<file path="src/rtl/qrs_isqrt_pipe.sv">
module qrs_isqrt_pipe #(
  parameter int R_W    = 33,
  parameter int SIDE_W = 8
) (
  input  logic              clk,
  input  logic              rst_n,
  input  logic              en,
  input  logic              in_valid,
  input  logic [2*R_W-1:0]  in_rad,
  input  logic [SIDE_W-1:0] in_side,
  output logic              out_valid,
  output logic [R_W-1:0]    out_root,
  output logic [SIDE_W-1:0] out_side
);

  logic [2*R_W-1:0]  rad_r  [0:R_W];
  logic [R_W-1:0]    root_r [0:R_W];
  logic [R_W+1:0]    rem_r  [0:R_W];
  logic [SIDE_W-1:0] side_r [0:R_W];
  logic              vld_r  [0:R_W];

  assign rad_r[0]  = in_rad;
  assign root_r[0] = '0;
  assign rem_r[0]  = '0;
  assign side_r[0] = in_side;
  assign vld_r[0]  = in_valid;

  for (genvar k = 0; k < R_W; k++) begin : g_stage
    logic [R_W+3:0] rem_sh;
    logic [R_W+3:0] trial;
    logic           ge;
    logic [R_W+3:0] rem_sub;

    assign rem_sh  = {rem_r[k], rad_r[k][2*R_W-1 -: 2]};
    assign trial   = {2'b00, root_r[k], 2'b01};
    assign ge      = (rem_sh >= trial);
    assign rem_sub = rem_sh - trial;

    always_ff @(posedge clk) begin
      if (!rst_n) begin
        vld_r[k+1] <= 1'b0;
      end else if (en) begin
        vld_r[k+1] <= vld_r[k];
      end
    end

    always_ff @(posedge clk) begin
      if (en) begin
        rad_r[k+1]  <= {rad_r[k][2*R_W-3:0], 2'b00};
        root_r[k+1] <= {root_r[k][R_W-2:0], ge};
        rem_r[k+1]  <= ge ? rem_sub[R_W+1:0] : rem_sh[R_W+1:0];
        side_r[k+1] <= side_r[k];
      end
    end
  end

  assign out_valid = vld_r[R_W];
  assign out_root  = root_r[R_W];
  assign out_side  = side_r[R_W];

endmodule

</file>
<file path="config.mk">
export PLATFORM = sky130hd
export DESIGN_NAME = qrs_isqrt_pipe
export DESIGN_NICKNAME = d
export VERILOG_FILES = /design/src/rtl/qrs_isqrt_pipe.sv
export SDC_FILE = /design/constraint.sdc
export NUM_CORES = 2
export LEC_CHECK = 0
export BUFFER_PORTS_ARGS = -buffer_cell sky130_fd_sc_hd__buf_2
export CAP_MARGIN = 20
export CORE_MARGIN = 2
export CORE_UTILIZATION = 45
export CTS_BUF_LIST = sky130_fd_sc_hd__clkbuf_4 sky130_fd_sc_hd__clkbuf_8
export CTS_CLUSTER_SIZE = 14
export DETAILED_ROUTE_END_ITERATION = 8
export SETUP_SLACK_MARGIN = 0.3
export SLEW_MARGIN = 30
export SYNTH_ARGS = -nofsm -noshare
export SYNTH_HDL_FRONTEND = slang
export SYNTH_SLANG_ARGS = --single-unit
</file>
<file path="constraint.sdc">
create_clock -name clk -period 5.97 [get_ports clk]
set_input_delay 0.597 -clock clk [delete_from_list [all_inputs] [get_ports clk]]
set_output_delay 0.597 -clock clk [all_outputs]
set_load 0.02 [all_outputs]
</file>
==> impl_metrics.py <==
metrics = {
    "critical_path": {
        "cp-start-kind": "register",
        "path_cells": "ha_1 > o21ai_0 > a211oi_1 > a221oi_1 > o21a_1 > a2111oi_0 > or3_1 > buf_4 > mux2_2",
        "cpPeakStageDelay_ps": 640,
        "crit_fanout": 35,
        "cp_slowest_cell": "or3_1",
        "worstPathRequired_ps": 6800,
        "end_kind": "register",
        "crit_arrival_ps": 5090,
        "worstSetupPathType": "register to register",
    },
    "die": {
        "die_area_um2": 304000,
        "rows": 200,
        "core_um2": 298000,
        "ios": 120,
        "initial_core_util_pct": 45.3,
        "die_height_um": 551,
        "die_w_um": 551,
    },
    "yosys": {
        "synth_top_family_by_area": "simple AND/OR/NAND/NOR gates",
        "ys_warn_count": 0,
        "ys_top_cells_by_count": "edfxtp_1, inv_1, nand2_1",
        "syn_area_per_cell_um2": 13.3,
        "synth-simple-area-share_pct": 9.83,
        "synth-edff-count": 2948,
        "syn_area_um2": 135000,
        "synth_fp_nets": 10800,
        "ys_types": 95,
        "muxShareOfSynthArea_pct": 0.881,
        "yosysSeqAreaShare_pct": 66.2,
        "synth_top_area_share_pct": 65.7,
        "synthCells": 10100,
        "synth_compound_area_share_pct": 9.05,
        "yosysMostFrequentCell": "edfxtp_1",
        "ys_seq_elements": 2981,
        "yosys.area_share.adder_pct": 5.53,
        "synthFlopType": "edfxtp_1",
        "synthArstFlopShare_pct": 0,
        "synth_top_area_cell": "edfxtp_1",
        "synth_top_cells_by_area": "edfxtp_1, ha_1, xor2_1",
        "synth_xor_area_share_pct": 5.84,
    },
    "cts": {
        "cts-root-buf": "clkbuf_8",
        "clk_pin_slew_ps": 60,
        "cts_tree": "yes",
        "cts.path.max_buffers": 4,
        "cts.sinks": 2981,
        "clkLatencyLatePin_ps": 1130,
        "cts_made_buffers": 518,
        "cts_htree_levels": 6,
    },
    "global_route": {
        "antenna_found_initial": 2,
        "grt-busiest-layer": "met2",
        "grt_max_degree": 182,
        "use_met2_pct": 32.8,
        "grt_usage_pct": 18.8,
        "grt_use_met1_pct": 24.0,
        "grt_pass1_vias": 80900,
        "grt_first_pass_wirelength_mm": 452,
        "gr-usage-met3_pct": 2.71,
        "grt-ovfl-total": 0,
    },
    "power": {
        "leakagePower_nw": 57.6,
        "peakVddDrop_mv": 0.217,
        "power_density_nw_per_um2": 383,
    },
    "run_status": {
        "outcome": "finished clean",
    },
    "place": {
        "dp_hpwl_mm": 204,
        "io_buffers": 119,
        "place.gp.congestion": 0.895,
    },
    "timing": {
        "max_freq_ghz": 0.235,
        "finClkSkew_ps": 80.5,
        "maxSlewViolCount": 0,
        "hold_viol_final": 0,
        "period_needed_ps": 4260,
        "tns_ps": 0,
        "tightest_slew_ps": 995,
        "slew_headroom_pct": 33.7,
        "period_share_pct": 71.3,
        "setup_viol": 0,
        "rsz0062_at_grt": "no",
    },
    "layout": {
        "seqCellArea_um2": 89200,
        "fillers": 25500,
        "syn_to_final_growth_pct": 12.6,
        "final_nets": 11400,
        "final_util_pct": 51.0,
        "drive_gt1_share_pct": 10.8,
        "multi_input_area_um2": 42100,
    },
    "hold_path": {
        "hp-class": "input pin to register",
    },
    "drt": {
        "wl_mm": 289,
        "ant_nets": 0,
        "routed_via_density": 5.33,
        "route.detailed.wl_per_inst_um": 19.1,
        "num_vias": 80400,
        "drc": 0,
        "drtIter0Drc": 5998,
        "firstDrtPassIters": 6,
    },
    "flow_run": {
        "drv_cap": 0,
    },
}
critical path, delay by kind of cell, from the launching register on:
family                   cells  cell delay, ps
AO/OA/AOI/OAI                5            1730
AND/OR/NAND/NOR              1             640
buffers and inverters        1             470
flip-flops                   1             400
multiplexers                 1             380
adder cells (fa/ha/maj)      1             360
routing by layer:
layer | wire [um] | part of all wire, %
met1 | 124000 | 43
met2 | 144000 | 50
met3 | 12200 | 4.2
met4 | 8540 | 3.0
met5 | 0 | 0
cell usage in the layout (no fill, tap or decap), types with 107 or more instances in the layout:
| cell | count |
|---|---|
| nor4_1 | 125 |
| xnor2_1 | 447 |
| clkbuf_4 | 162 |
| a21oi_1 | 575 |
| xor2_1 | 451 |
| or3_1 | 109 |
| nor3_1 | 250 |
| nand2b_1 | 115 |
| o21ai_0 | 519 |
| nor2_1 | 600 |
| nand4_1 | 108 |
| buf_2 | 118 |
| nand3_1 | 161 |
| a21o_1 | 268 |
| edfxtp_1 | 2948 |
| nor2b_1 | 107 |
| ha_1 | 596 |
| inv_1 | 746 |
| clkbuf_8 | 527 |
| nand2_1 | 685 |
state kept, by name (all words and copies together) (netlist names):
register and count:
out_valid 1, vld_r 32, g_stage.trial 528, out_root 33, rad_r 992, side_r 256
out_side 8, g_stage.rem_sh 1131
final cells by class:
class                      count  area share [%]
inverter                     750            1.85
multi-input combinational   6208            27.7
tap                         3939            3.25
clock inverter               228            1.30
sequential                  2981            58.8
clock buffer                 689            5.58
antenna                        1         0.00165
timing repair buffer         285            1.55
stage by stage:
step	hold WS, ps	instances	cell area (um^2)	setup WS [ps]	power, mW
finish	176	15100	152000	1710	58.2
CTS	10.1	15100	152000	1560	59.0
global placement	400	14100	140000	1640	39.7
detailed placement	405	14100	140000	1580	39.8
floorplan	400	10100	135000	2460	35.9
global route	77.2	15100	152000	1360	61.4
worst paths after layout:
kind / start / end / slack, ps / cells past startpoint
min: in_rad[43] / rad_r[2157]$_DFFE_PP_ / 180 / 2
max: g_stage[28].rem_sh[2]$_DFFE_PP_ / g_stage[29].rem_sh[11]$_DFFE_PP_ / 1710 / 9
min reg2reg: side_r[46]$_DFFE_PP_ / side_r[38]$_DFFE_PP_ / 380 / 0
max reg2reg: g_stage[28].rem_sh[2]$_DFFE_PP_ / g_stage[29].rem_sh[11]$_DFFE_PP_ / 1710 / 9
timing repair:
item	4_1_cts	5_1_grt
hold endpoints to repair	137	0
resized for setup	0	0
hold buffers	79	0
buffers inserted	0	0
cell families (layout without fill, tap and decap cells):
logic type | Yosys count | in the layout
AO/OA/AOI/OAI | 1959 | 1959
XOR/XNOR | 898 | 898
adder cells (fa/ha/maj) | 596 | 596
buffers and inverters | 959 | 1952
flip-flops | 2981 | 2981
multiplexers | 110 | 110
other | 1 | 2
AND/OR/NAND/NOR | 2644 | 2644
power breakdown:
group          internal [mW]  switching, mW
Combinational           4.72           6.75
Sequential              26.3           1.69
Clock                   10.2           8.53
Total                   41.2           17.0
(Power assumes the default switching activity.)
